<file path="src/rtl/gcd_pkg.sv">
// Package for the great-circle distance block: field widths, fixed-point
// constants, CORDIC arctangent table and small helpers. No dependencies.
package gcd_pkg;

  localparam int LAT_W  = 28;   // latitude word width
  localparam int LON_W  = 29;   // longitude word width
  localparam int RAD_W  = 16;   // radius register width
  localparam int DIST_W = 34;   // distance word width
  localparam int ANG_W  = 30;   // angle difference width, Q20 degrees
  localparam int CW     = 34;   // CORDIC datapath width
  localparam int SQW    = 63;   // square root datapath width
  localparam int SQ_STEPS = 32; // result bits of the square root

  localparam logic [31:0] PI_Q30      = 32'd3373259426;
  localparam logic [28:0] DEG_FULL    = 29'd377487360;  // 360 deg, Q20
  localparam logic [28:0] DEG_HALF    = 29'd188743680;  // 180 deg, Q20
  localparam logic [28:0] DEG_QUARTER = 29'd94371840;   //  90 deg, Q20
  localparam logic [31:0] RECIP45     = 32'd3054198966; // floor(2^37 / 45)
  localparam logic [30:0] ONE_Q30     = 31'd1073741824;
  localparam logic [30:0] HALFPI_Q30  = 31'd1686629713;
  localparam logic [30:0] GAIN_Q30    = 31'h26DD3B6A;

  typedef logic signed [CW-1:0] cw_t;
  typedef logic [SQW-1:0]       sq_t;

  // truncated arctangent of 2^-idx, Q30 radians
  function automatic logic [29:0] atan_q30(input int idx);
    logic [29:0] v;
    case (idx)
      0:  v = 30'h3243F6A8;
      1:  v = 30'h1DAC6705;
      2:  v = 30'h0FADBAFC;
      3:  v = 30'h07F56EA6;
      4:  v = 30'h03FEAB76;
      5:  v = 30'h01FFD55B;
      6:  v = 30'h00FFFAAA;
      7:  v = 30'h007FFF55;
      8:  v = 30'h003FFFEA;
      9:  v = 30'h001FFFFD;
      10: v = 30'h000FFFFF;
      11: v = 30'h0007FFFF;
      12: v = 30'h0003FFFF;
      13: v = 30'h0001FFFF;
      14: v = 30'h0000FFFF;
      15: v = 30'h00007FFF;
      16: v = 30'h00003FFF;
      17: v = 30'h00001FFF;
      18: v = 30'h00000FFF;
      19: v = 30'h000007FF;
      20: v = 30'h000003FF;
      21: v = 30'h000001FF;
      22: v = 30'h000000FF;
      23: v = 30'h0000007F;
      24: v = 30'h0000003F;
      25: v = 30'h0000001F;
      26: v = 30'h0000000F;
      27: v = 30'h00000007;
      28: v = 30'h00000003;
      29: v = 30'h00000001;
      default: v = 30'h00000000;
    endcase
    return v;
  endfunction

  // haversine (1 - c) / 2 of a Q30 cosine in [-1, 1]
  function automatic logic [30:0] hav_q30(input logic signed [31:0] c);
    logic signed [32:0] diff;
    diff = $signed({2'b00, ONE_Q30}) - 33'(c);
    return diff[31:1];
  endfunction

endpackage

</file>
<file path="src/rtl/gcd_cordic_cell.sv">
// One CORDIC micro-rotation cell, rotation or vectoring mode.
// Depends on gcd_pkg for the datapath type and arctangent table.
module gcd_cordic_cell import gcd_pkg::*; #(
  parameter int IDX    = 0,
  parameter bit VECTOR = 1'b0
) (
  input  logic clk,
  input  logic en,
  input  cw_t  x_i,
  input  cw_t  y_i,
  input  cw_t  z_i,
  output cw_t  x_o,
  output cw_t  y_o,
  output cw_t  z_o
);

  localparam cw_t STEP = cw_t'(atan_q30(IDX));

  cw_t  xs, ys, x_nxt, y_nxt, z_nxt;
  cw_t  x_r, y_r, z_r;
  logic rot_pos;

  always_comb begin
    xs      = x_i >>> IDX;
    ys      = y_i >>> IDX;
    rot_pos = VECTOR ? !(y_i > 0) : (z_i >= 0);
    if (rot_pos) begin
      x_nxt = x_i - ys;
      y_nxt = y_i + xs;
      z_nxt = z_i - STEP;
    end else begin
      x_nxt = x_i + ys;
      y_nxt = y_i - xs;
      z_nxt = z_i + STEP;
    end
  end

  always_ff @(posedge clk) begin
    if (en) begin
      x_r <= x_nxt;
      y_r <= y_nxt;
      z_r <= z_nxt;
    end
  end

  assign x_o = x_r;
  assign y_o = y_r;
  assign z_o = z_r;

endmodule

</file>
<file path="config.mk">
export PLATFORM = sky130hd
export DESIGN_NAME = gcd_cordic_cell
export DESIGN_NICKNAME = d
export VERILOG_FILES = /design/src/rtl/gcd_pkg.sv /design/src/rtl/gcd_cordic_cell.sv
export SDC_FILE = /design/constraint.sdc
export NUM_CORES = 1
export LEC_CHECK = 0
export ABC_AREA = 1
export BUFFER_PORTS_ARGS = -buffer_cell sky130_fd_sc_hd__buf_2
export CAP_MARGIN = 20
export CORE_MARGIN = 5
export CORE_UTILIZATION = 40
export CTS_CLUSTER_SIZE = 25
export DETAILED_ROUTE_END_ITERATION = 6
export PLACE_DENSITY = 0.6
export SYNTH_ARGS = -nofsm -noshare
export SYNTH_HDL_FRONTEND = slang
export SYNTH_SLANG_ARGS = --single-unit
</file>
<file path="constraint.sdc">
create_clock -name clk -period 5.65 [get_ports clk]
set_clock_uncertainty 0.15 [all_clocks]
set_input_delay 1.13 -clock clk [delete_from_list [all_inputs] [get_ports clk]]
set_output_delay 1.13 -clock clk [all_outputs]
set_load 0.05 [all_outputs]
</file>
==> flow_summary.json <==
{
  "syn_nets": 2124,
  "maxSlewViolCount": 0,
  "die_y_microns": 184.9,
  "synth_seq_area_share": 0.2478,
  "cts_setup_buffers": 0,
  "gp_congestion": 0.9904,
  "hold_buffers": 0,
  "tns_ns": 0,
  "async_reset_ff_frac": 0,
  "rsz0062_at_grt": "false",
  "synthCells": 1887,
  "fin_cells": 2464,
  "vias": 13090,
  "relSlewSlack": 0.4611,
  "whs_path_depth": 1,
  "seqCellArea_sq_um": 3033,
  "antenna_cells": 0,
  "dpl_worst_slack_ns": 1.073,
  "initial_utilization": 0.4022,
  "grt_pass1_wl_microns": 68760,
  "cts_resized": 0,
  "synth-warning-count": 0,
  "endpoint_kind": "flop",
  "period_share": 0.7303,
  "setup_viol": 0,
  "firstDrtPassIters": 6,
  "grt_max_degree": 69,
  "max_freq_mhz": 242.4,
  "finalWirelength_microns": 45650,
  "multi_input_area_sq_um": 7874,
  "drv_cap": 0,
  "leakagePower_nw": 7.110,
  "synth_top_flop_cell": "edfxtp_1",
  "path_class": "in -> reg",
  "cts_htree_levels": 3,
  "syn-cell-area_sq_um": 12240,
  "num_rows": 64,
  "die-area_sq_um": 34190,
  "cts_buffers": 9,
  "remaining_drc_errors": 0,
  "layout.nets": 2300,
  "fp.dieW_microns": 184.9,
  "hold_start": "z_i[2]",
  "fin_ws_ns": 1.524,
  "min_to": "z_o[2]",
  "track_usage": 0.2582,
  "hold_viol_final": 0,
  "syn_area_per_cell_sq_um": 6.485,
  "yosys.cell_types.count": 37,
  "vias_per_cell": 5.313,
  "ant_nets": 0,
  "areaGrowthSynthToFinish_pct": 13.13,
  "clk_pin_slew_ns": 0.08,
  "min_path_type": "in -> reg",
  "final_cell_mix": "540 x nand2_1, 280 x inv_1, 204 x buf_2, 175 x nor2_1, 165 x nand3_1",
  "clockBufferDepth": 2,
  "fillCellCount": 3327,
  "routedWlPerCell_microns": 18.53,
  "dp_cells": 2448,
  "ioPinCount": 206,
  "ys_ff_latch": 101,
  "crit_required_ns": 5.62,
  "antenna_found_initial": 0,
  "drive_above_1_share": 0.1175,
  "tightest_slew_ns": 0.8083,
  "first_global_vias": 12680,
  "cts_tree": "yes",
  "overflow": 0,
  "status": "finished clean",
  "core-area_sq_um": 30430,
  "clock_sinks": 101,
  "dp_hpwl_microns": 38590,
  "cts-root-buf": "clkbuf_16",
  "critPathMaxFanout": 17,
  "power_density_nw_per_um2": 241.8,
  "cp_data_arrival_time_ns": 4.10,
  "vdd_drop_max_v": 0.0001351,
  "layout_commonest_cell": "nand2_1",
  "drtIter0Drc": 983,
  "period_needed_ns": 4.126,
  "synth_edf_count": 101,
  "startpoint_type": "input port",
  "port_buffers": 205
}
registers in the layout (all words and copies together) (netlist names):
| signal | cells |
|---|---|
| x_o | 34 |
| z_o | 34 |
| y_o | 33 |
worst max-delay path by stage:
stage             from      end  slack (ns)  cells past startpoint
2_1_floorplan  z_i[33]  z_o[21]        1.81                     19
3_3_place_gp   z_i[24]  z_o[22]        1.04                     14
3_5_place_dp   z_i[24]  z_o[22]        1.07                     14
4_1_cts        z_i[24]  z_o[32]        1.44                     14
5_1_grt        z_i[24]  z_o[27]        1.16                     16
6_report       z_i[27]  z_o[32]        1.52                     14
final cells by class:
class | count | area share
clock buffer | 9 | 0.01627
clock inverter | 7 | 0.007230
inverter | 282 | 0.07646
sequential | 101 | 0.2191
timing repair buffer | 209 | 0.07646
multi-input combinational | 1460 | 0.5687
tap | 396 | 0.03579
synth_stat cells (6+ instances only):
cell type | number | area [sq um]
edfxtp_1 | 101 | 3033
nand3_1 | 165 | 825.8
buf_4 | 25 | 187.7
buf_2 | 15 | 75.07
o21ai_1 | 6 | 30.03
nor3_1 | 27 | 135.1
nor4_1 | 6 | 37.54
xor2_1 | 56 | 490.5
o21a_1 | 7 | 52.55
nand4_1 | 22 | 137.6
nor2_1 | 175 | 656.9
nand2_1 | 540 | 2027
nand3b_1 | 7 | 52.55
ha_1 | 129 | 1614
o21bai_1 | 16 | 120.1
o21ai_0 | 108 | 540.5
a21o_1 | 7 | 52.55
inv_1 | 280 | 1051
a21oi_1 | 155 | 775.7
routing by layer:
layer	GRT usage	part of all wire	vias to the layer above
li1	-	-	6489
met1	0.3420	0.44	6028
met2	0.4409	0.46	502
met3	0.02396	0.062	71
met4	0.09190	0.035	0
met5	0	0	-
report_power, final:
| part | internal (mW) | switching (mW) | leakage (nW) |
|---|---|---|---|
| registers | 0.971 | 0.0333 | 0.987 |
| clock network | 0.361 | 0.353 | 0.158 |
| logic | 0.415 | 1.21 | 5.96 |
worst max-delay path: stages:
cell      delay, ns
buf_2          0.11
nor4_1         0.56
nand3_1        0.13
nor2_1         0.24
nor2_4         0.16
inv_2          0.31
ha_1           0.36
a21oi_1        0.25
o21ai_0        0.17
a21oi_1        0.16
nand2_1        0.18
nand3b_1       0.13
nand2_1        0.07
xnor2_1        0.12
per-stage QoR:
stage | power, mW | hold WS (ns) | cell area [sq um] | util
5_1_grt | 3.539 | 0.7820 | 13840 | 0.4550
2_1_floorplan | 2.159 | 1.079 | 12240 | -
3_5_place_dp | 2.632 | 1.179 | 13520 | 0.4443
3_3_place_gp | 2.630 | 1.177 | 13520 | 0.4443
6_report | 3.347 | 0.8030 | 13840 | 0.4550
4_1_cts | 3.355 | 0.7863 | 13840 | 0.4550
cells by family (layout without fill, tap and decap cells):
group | after synthesis | count (layout) | share of synthesized area
buffers and inverters | 326 | 507 | 0.1092
AO/OA/AOI/OAI | 308 | 308 | 0.1342
XOR/XNOR | 61 | 61 | 0.04366
adder cells (fa/ha/maj) | 133 | 133 | 0.1384
flip-flops | 101 | 101 | 0.2478
AND/OR/NAND/NOR | 958 | 958 | 0.3267
Note: power is estimated with default switching activity, not from simulation.
