==> src/rtl/gcd_pkg.sv <==
// Package for the great-circle distance block: field widths, fixed-point
// constants, CORDIC arctangent table and small helpers. No dependencies.
package gcd_pkg;

  localparam int LAT_W  = 28;   // latitude word width
  localparam int LON_W  = 29;   // longitude word width
  localparam int RAD_W  = 16;   // radius register width
  localparam int DIST_W = 34;   // distance word width
  localparam int ANG_W  = 30;   // angle difference width, Q20 degrees
  localparam int CW     = 34;   // CORDIC datapath width
  localparam int SQW    = 63;   // square root datapath width
  localparam int SQ_STEPS = 32; // result bits of the square root

  localparam logic [31:0] PI_Q30      = 32'd3373259426;
  localparam logic [28:0] DEG_FULL    = 29'd377487360;  // 360 deg, Q20
  localparam logic [28:0] DEG_HALF    = 29'd188743680;  // 180 deg, Q20
  localparam logic [28:0] DEG_QUARTER = 29'd94371840;   //  90 deg, Q20
  localparam logic [31:0] RECIP45     = 32'd3054198966; // floor(2^37 / 45)
  localparam logic [30:0] ONE_Q30     = 31'd1073741824;
  localparam logic [30:0] HALFPI_Q30  = 31'd1686629713;
  localparam logic [30:0] GAIN_Q30    = 31'h26DD3B6A;

  typedef logic signed [CW-1:0] cw_t;
  typedef logic [SQW-1:0]       sq_t;

  // truncated arctangent of 2^-idx, Q30 radians
  function automatic logic [29:0] atan_q30(input int idx);
    logic [29:0] v;
    case (idx)
      0:  v = 30'h3243F6A8;
      1:  v = 30'h1DAC6705;
      2:  v = 30'h0FADBAFC;
      3:  v = 30'h07F56EA6;
      4:  v = 30'h03FEAB76;
      5:  v = 30'h01FFD55B;
      6:  v = 30'h00FFFAAA;
      7:  v = 30'h007FFF55;
      8:  v = 30'h003FFFEA;
      9:  v = 30'h001FFFFD;
      10: v = 30'h000FFFFF;
      11: v = 30'h0007FFFF;
      12: v = 30'h0003FFFF;
      13: v = 30'h0001FFFF;
      14: v = 30'h0000FFFF;
      15: v = 30'h00007FFF;
      16: v = 30'h00003FFF;
      17: v = 30'h00001FFF;
      18: v = 30'h00000FFF;
      19: v = 30'h000007FF;
      20: v = 30'h000003FF;
      21: v = 30'h000001FF;
      22: v = 30'h000000FF;
      23: v = 30'h0000007F;
      24: v = 30'h0000003F;
      25: v = 30'h0000001F;
      26: v = 30'h0000000F;
      27: v = 30'h00000007;
      28: v = 30'h00000003;
      29: v = 30'h00000001;
      default: v = 30'h00000000;
    endcase
    return v;
  endfunction

  // haversine (1 - c) / 2 of a Q30 cosine in [-1, 1]
  function automatic logic [30:0] hav_q30(input logic signed [31:0] c);
    logic signed [32:0] diff;
    diff = $signed({2'b00, ONE_Q30}) - 33'(c);
    return diff[31:1];
  endfunction

endpackage

==> src/rtl/gcd_sqrt_cell.sv <==
// One step of the bitwise integer square root (one result bit).
// Depends on gcd_pkg for the datapath type.
module gcd_sqrt_cell import gcd_pkg::*; #(
  parameter int IDX = 0
) (
  input  logic clk,
  input  logic en,
  input  sq_t  v_i,
  input  sq_t  r_i,
  output sq_t  v_o,
  output sq_t  r_o
);

  localparam logic [SQW:0] BIT = (SQW+1)'(1) << (SQW - 1 - 2 * IDX);

  logic [SQW:0] trial;
  sq_t          v_nxt, r_nxt, v_r, r_r;

  always_comb begin
    trial = {1'b0, r_i} + BIT;
    if ({1'b0, v_i} >= trial) begin
      v_nxt = SQW'({1'b0, v_i} - trial);
      r_nxt = SQW'((r_i >> 1) + BIT);
    end else begin
      v_nxt = v_i;
      r_nxt = r_i >> 1;
    end
  end

  always_ff @(posedge clk) begin
    if (en) begin
      v_r <= v_nxt;
      r_r <= r_nxt;
    end
  end

  assign v_o = v_r;
  assign r_o = r_r;

endmodule

==> config.mk <==
export PLATFORM = sky130hd
export DESIGN_NAME = gcd_sqrt_cell
export DESIGN_NICKNAME = d
export VERILOG_FILES = /design/src/rtl/gcd_pkg.sv /design/src/rtl/gcd_sqrt_cell.sv
export SDC_FILE = /design/constraint.sdc
export NUM_CORES = 1
export LEC_CHECK = 0
export BUFFER_PORTS_ARGS = -buffer_cell sky130_fd_sc_hd__buf_4
export CAP_MARGIN = 5
export CELL_PAD_IN_SITES_DETAIL_PLACEMENT = 1
export CELL_PAD_IN_SITES_GLOBAL_PLACEMENT = 2
export CORE_MARGIN = 5
export CORE_UTILIZATION = 29
export CTS_CLUSTER_DIAMETER = 50
export DETAILED_ROUTE_END_ITERATION = 16
export PLACE_DENSITY = 0.75
export SYNTH_ARGS = -nofsm -noshare
export SYNTH_HDL_FRONTEND = slang
export SYNTH_SLANG_ARGS = --single-unit
==> constraint.sdc <==
create_clock -name clk -period 2.7 [get_ports clk]
set_input_delay 0.27 -clock clk [delete_from_list [all_inputs] [get_ports clk]]
set_output_delay 0.27 -clock clk [all_outputs]
set_load 0.01 [all_outputs]
==> flow_summary.ini, run 1 <==
[pwr]
powerDensity_nw_per_um2 = 536
p_leak_nw = 6.22
p_clk_share_pct = 33.6
comb_power_share_pct = 33.3
ir_worst_vdd_uv = 334
p_total_w = 0.00737
p_sw_w = 0.00220
p_int_w = 0.00517
seqPwrFrac_pct = 33.1
swShare_pct = 29.9

[timing]
setup_tns_ps = -11.1
finalSetupViolCount = 1
period_share_pct = 100
rsz0062_at_grt = yes
layout_min_cycle_time_ps = 2710
hold_violations = 0
worst_pin_slew_ps = 561
fmax_mhz = 369
timing.final.max_slew_violations = 0
whs_ps = 23.5
maxSlewHeadroom_pct = 62.2
setup_ws_ps = -11.1

[layout]
fin_area_um2 = 13800
final_common_cell = buf_4
fillCellCount = 3367
multiInputGateArea_um2 = 4740
layout_common_cells = 483 x buf_4, 126 x edfxtp_1, 95 x a21oi_1
drive_above_1_share_pct = 45.5
nets = 1544
regArea_um2 = 3780
syn_to_final_growth_pct = 59.4

[synthesis]
synthTopCellsByArea = edfxtp_1 44%, ha_1 9.3%, a21oi_1 6.0%, xnor2_1 3.8%, nor2_1 3.5%
synthCells = 878
synth-seq-cells = 126
yosys.area.top_type_share_pct = 43.8
synth_cell_types = 71
synth_nets = 1071
seq_area_frac_synth_pct = 43.8
yosysTopAreaCell = edfxtp_1
synth_area_per_cell_um2 = 9.84
synthArstFlopShare_pct = 0
synth_ff_type = edfxtp_1
synth_edf_count = 126
synth_area_um2 = 8640
yosys_warnings = 0

[floorplan]
die_w_um = 183
start_util_pct = 29.2
core_area_um2 = 29600
io_pins = 254
row_count = 63
die_area_um2 = 33300
die_y_um = 183

[drt]
routed_wl_um = 32200
wire_per_inst_um = 18.3
antenna_left = 0
vias = 8397
dr.first_iter.drc_count = 364
vias_per_cell = 4.78
first_pass_iters = 4
drcViolationCount = 0

[clock_network]
root_buffer = clkbuf_16
cts_buffer_depth = 2
path_clk_slew_ps = 60
h-tree-depth = 4
cts_tree = built
cts_buffers = 17
cts_sinks = 126

[grt]
grt_pass1_vias = 9262
grt_pass1_wl_um = 49300
track_usage_pct = 18.6
overflow = 0
grt_start_max_net_pins = 56
antenna_found_initial = 2

[setup_path]
critical_path.max_fanout = 3
required_ps = 2870
crit_type = in -> reg
worst_setup_path_start_kind = input pin
arrival_ps = 2890
endpoint_kind = flop

[placement]
detailed_place_hpwl_um = 25600
post-place-ws_ps = -702
port_buffers = 253
place.gp.congestion = 0.869
post_dp_cell_area_um2 = 12600

[outcome]
status = finished, violations left
violations = negative setup slack

[flow_run]
maxCapViolations = 0

[hold_path]
hp-class = in -> reg
==> cell usage after synthesis (all sizes together) (7+ instances only) <==
cell type / n
nor2b: 7
nand3: 12
inv: 78
a21o: 34
a31oi: 8
xnor2: 37
o21bai: 7
edfxtp: 126
nand2b: 10
ha: 64
mux2: 13
xor2: 22
a21oi: 117
buf: 34
o21ai: 42
nand4: 23
nand2: 61
nor3: 16
clkbuf: 11
nor2: 80
o21a: 7
==> cell type report <==
class	count	area share [%]
clock buffer	19	3.15
multi-input combinational	629	34.4
timing repair buffer	499	27.9
clock inverter	13	1.25
sequential	126	27.5
antenna	2	0.0364
inverter	78	2.18
tap	390	3.55
==> stage by stage <==
| stage | utilization (%) | std cells |
|---|---|---|
| after detailed placement | 42.8 | 1708 |
| after floorplan | - | 878 |
| after global routing | 46.6 | 1756 |
| after CTS | 45.3 | 1746 |
| after global placement | 42.8 | 1708 |
| final | 46.6 | 1756 |
==> cells by family (layout without fill, tap and decap cells) <==
family	after synthesis	count (layout)	synth area share, %
fa+ha+maj	65	65	9.50
flops	126	126	43.8
simple gates	232	232	12.7
other cells	0	2	0
compound gates	259	259	19.7
mux	14	14	1.85
buf+inv	123	609	6.46
xor+xnor	59	59	5.98
==> power groups by stage <==
stage          registers, W  logic [W]  clock network, W
6_report            0.00244    0.00245           0.00248
5_1_grt             0.00246    0.00267           0.00264
4_1_cts             0.00245    0.00238           0.00254
3_5_place_dp        0.00248    0.00232                 0
3_3_place_gp        0.00248    0.00228                 0
2_1_floorplan       0.00258   0.000988                 0
==> flip-flops by register name (all words and copies together), names as in the netlist <==
register,cells
r_o,63
v_o,63
==> critical path: stages <==
cell,delay (ps)
buf_12,90
inv_8,30
ha_4,160
fa_2,350
nand2b_4,170
a21o_4,220
a2111oi_4,400
o41a_4,220
buf_6,120
a22o_4,140
a21oi_4,80
nor3b_2,190
a21oi_2,70
xnor2_1,120
mux2_4,250
==> layer usage <==
metal  track usage [%]  share of wire (%)
met3              3.85                4.6
met2              32.7                 51
met1              23.1                 43
met4              5.40                1.8
met5                 0                  0
==> final timing paths <==
| kind | from | slack (ps) | cells after the start | end |
|---|---|---|---|---|
| worst min-delay path | r_i[25] | 20 | 1 | r_o[24]$_DFFE_PP_ |
| worst max-delay path | v_i[0] | -10 | 15 | v_o[58]$_DFFE_PP_ |
==> timing repair <==
item / CTS / global route
endpoints found under the hold margin: 1 / 3
setup endpoints to repair: 29 / 39
resized for setup: 21 / 56
hold buffers: 1 / 3
pin swaps: 14 / 28
setup buffers: 5 / 5
cloned: 0 / 0
No activity file was read; power rests on OpenSTA's default activity.
==> run 2, diff against run 1 <==
--- a/config.mk
+++ b/config.mk
@@ -9,11 +9,14 @@
 export CAP_MARGIN = 5
 export CELL_PAD_IN_SITES_DETAIL_PLACEMENT = 1
 export CELL_PAD_IN_SITES_GLOBAL_PLACEMENT = 2
+export CORE_ASPECT_RATIO = 1.4
 export CORE_MARGIN = 5
 export CORE_UTILIZATION = 29
+export CTS_BUF_LIST = sky130_fd_sc_hd__clkbuf_8
 export CTS_CLUSTER_DIAMETER = 50
 export DETAILED_ROUTE_END_ITERATION = 16
 export PLACE_DENSITY = 0.75
 export SYNTH_ARGS = -nofsm -noshare
 export SYNTH_HDL_FRONTEND = slang
 export SYNTH_SLANG_ARGS = --single-unit
+export TNS_END_PERCENT = 30
==> flow_summary.ini, run 2 (synthesis results as in run 1) <==
[pwr]
p_total_w = 0.00637
p_leak_nw = 6.25
powerDensity_nw_per_um2 = 462
ir_worst_vdd_uv = 331

[layout]
drive_above_1_share_pct = 42.4
syn_to_final_growth_pct = 59.7
final_common_cell = buf_4
layout_common_cells = 480 x buf_4, 126 x edfxtp_1, 96 x a21oi_1
finalNonFillerCells = 1786
multiInputGateArea_um2 = 4630
regArea_um2 = 3780
fillCellCount = 3422
nets = 1589

[setup_path]
endpoint_kind = flop
crit_type = in -> reg
worst_setup_path_start_kind = input pin
critical_path.max_fanout = 24
arrival_ps = 2890
cp-startpoint = r_i[51]
required_ps = 2940

[flow_run]
maxCapViolations = 0

[timing]
whs_ps = 70.7
rsz0062_at_grt = yes
period_share_pct = 98.4
timing.final.max_slew_violations = 0
maxSlewHeadroom_pct = 50.3
fmax_mhz = 376
layout_min_cycle_time_ps = 2660
hold_violations = 0
worst_pin_slew_ps = 746
finalSetupViolCount = 0

[clock_network]
root_buffer = clkbuf_8
cts_buffer_depth = 2
cts_sinks = 126
h-tree-depth = 4
cts_tree = built
cts_buffers = 17
path_clk_slew_ps = 80

[placement]
dp.cells = 1694
port_buffers = 253
place.gp.congestion = 0.834
detailed_place_hpwl_um = 25400

[hold_path]
worstHoldStart = r_i[24]
holdPathStages = 2
holdPathEnd = r_o[23]$_DFFE_PP_
hp-class = in -> reg

[drt]
vias_per_cell = 4.75
first_pass_iters = 7
drcViolationCount = 0
wire_per_inst_um = 17.9
routed_wl_um = 31900
vias = 8489
antenna_left = 0
dr.first_iter.drc_count = 295

[floorplan]
core_area_um2 = 29300
die_y_um = 214
start_util_pct = 29.5
io_pins = 254
die_area_um2 = 33400
die_w_um = 156
row_count = 74

[grt]
overflow = 0
track_usage_pct = 18.6
grt_pass1_wl_um = 49100
grt_pass1_vias = 9361
antenna_found_initial = 1
grt_start_max_net_pins = 127

[outcome]
status = finished clean
-- run 2: where the power goes --
part / switching, W / internal, W / total [W]
registers: 0.0000566 / 0.00238 / 0.00244
clock network: 0.000803 / 0.000684 / 0.00149
logic: 0.00118 / 0.00126 / 0.00245
-- run 2: repair_timing --
item / in CTS / in global routing
endpoints found under the setup margin: 7 / 59
hold endpoints to repair: 57 / 0
pin swaps: 8 / 15
resized for setup: 14 / 42
setup buffers: 3 / 4
hold buffers: 57 / 0
-- run 2: worst max path at each step --
stage / endpoint / slack (ps) / cells past startpoint
2_1_floorplan: v_o[58]$_DFFE_PP_ / -70 / 13
3_3_place_gp: v_o[61]$_DFFE_PP_ / -570 / 14
3_5_place_dp: v_o[61]$_DFFE_PP_ / -590 / 15
4_1_cts: v_o[61]$_DFFE_PP_ / -10 / 14
5_1_grt: v_o[61]$_DFFE_PP_ / -50 / 14
6_report: v_o[61]$_DFFE_PP_ / 40 / 12
-- run 2: per-layer routing --
layer,routed length [µm],part of all wire [%],GRT usage (%)
met5,0,0,0
met2,17400,54,35.1
met4,511,1.6,5.61
met1,12600,39,20.8
met3,1450,4.6,3.59
-- run 2: cell type report --
cell class | count | area share, %
clock inverter | 11 | 0.590
inverter | 78 | 2.18
tap | 380 | 3.45
timing repair buffer | 544 | 31.1
multi-input combinational | 629 | 33.5
clock buffer | 17 | 1.70
antenna | 1 | 0.0181
sequential | 126 | 27.4
-- run 2: through the flow --
stage               instance area, µm²  setup WS (ps)  TNS, ps  utilization (%)
finish                           13800           42.3        0             47.1
global route                     13800          -49.6    -96.0             47.1
CTS                              13600          -12.7    -12.7             46.4
detailed placement               12600           -594   -29100             43.0
global placement                 12600           -574   -25610             43.0
floorplan                         8690          -74.4     -208                -
-- run 2: critical path, cell delays in order --
cell           delay [ps]
dlygate4sd3_1         540
buf_4                 140
inv_1                  60
ha_2                  300
a21oi_1               220
o21ai_0               160
nand3_1               140
a31oi_2               120
a211o_4               320
buf_12                170
buf_4                 170
o221a_2               260
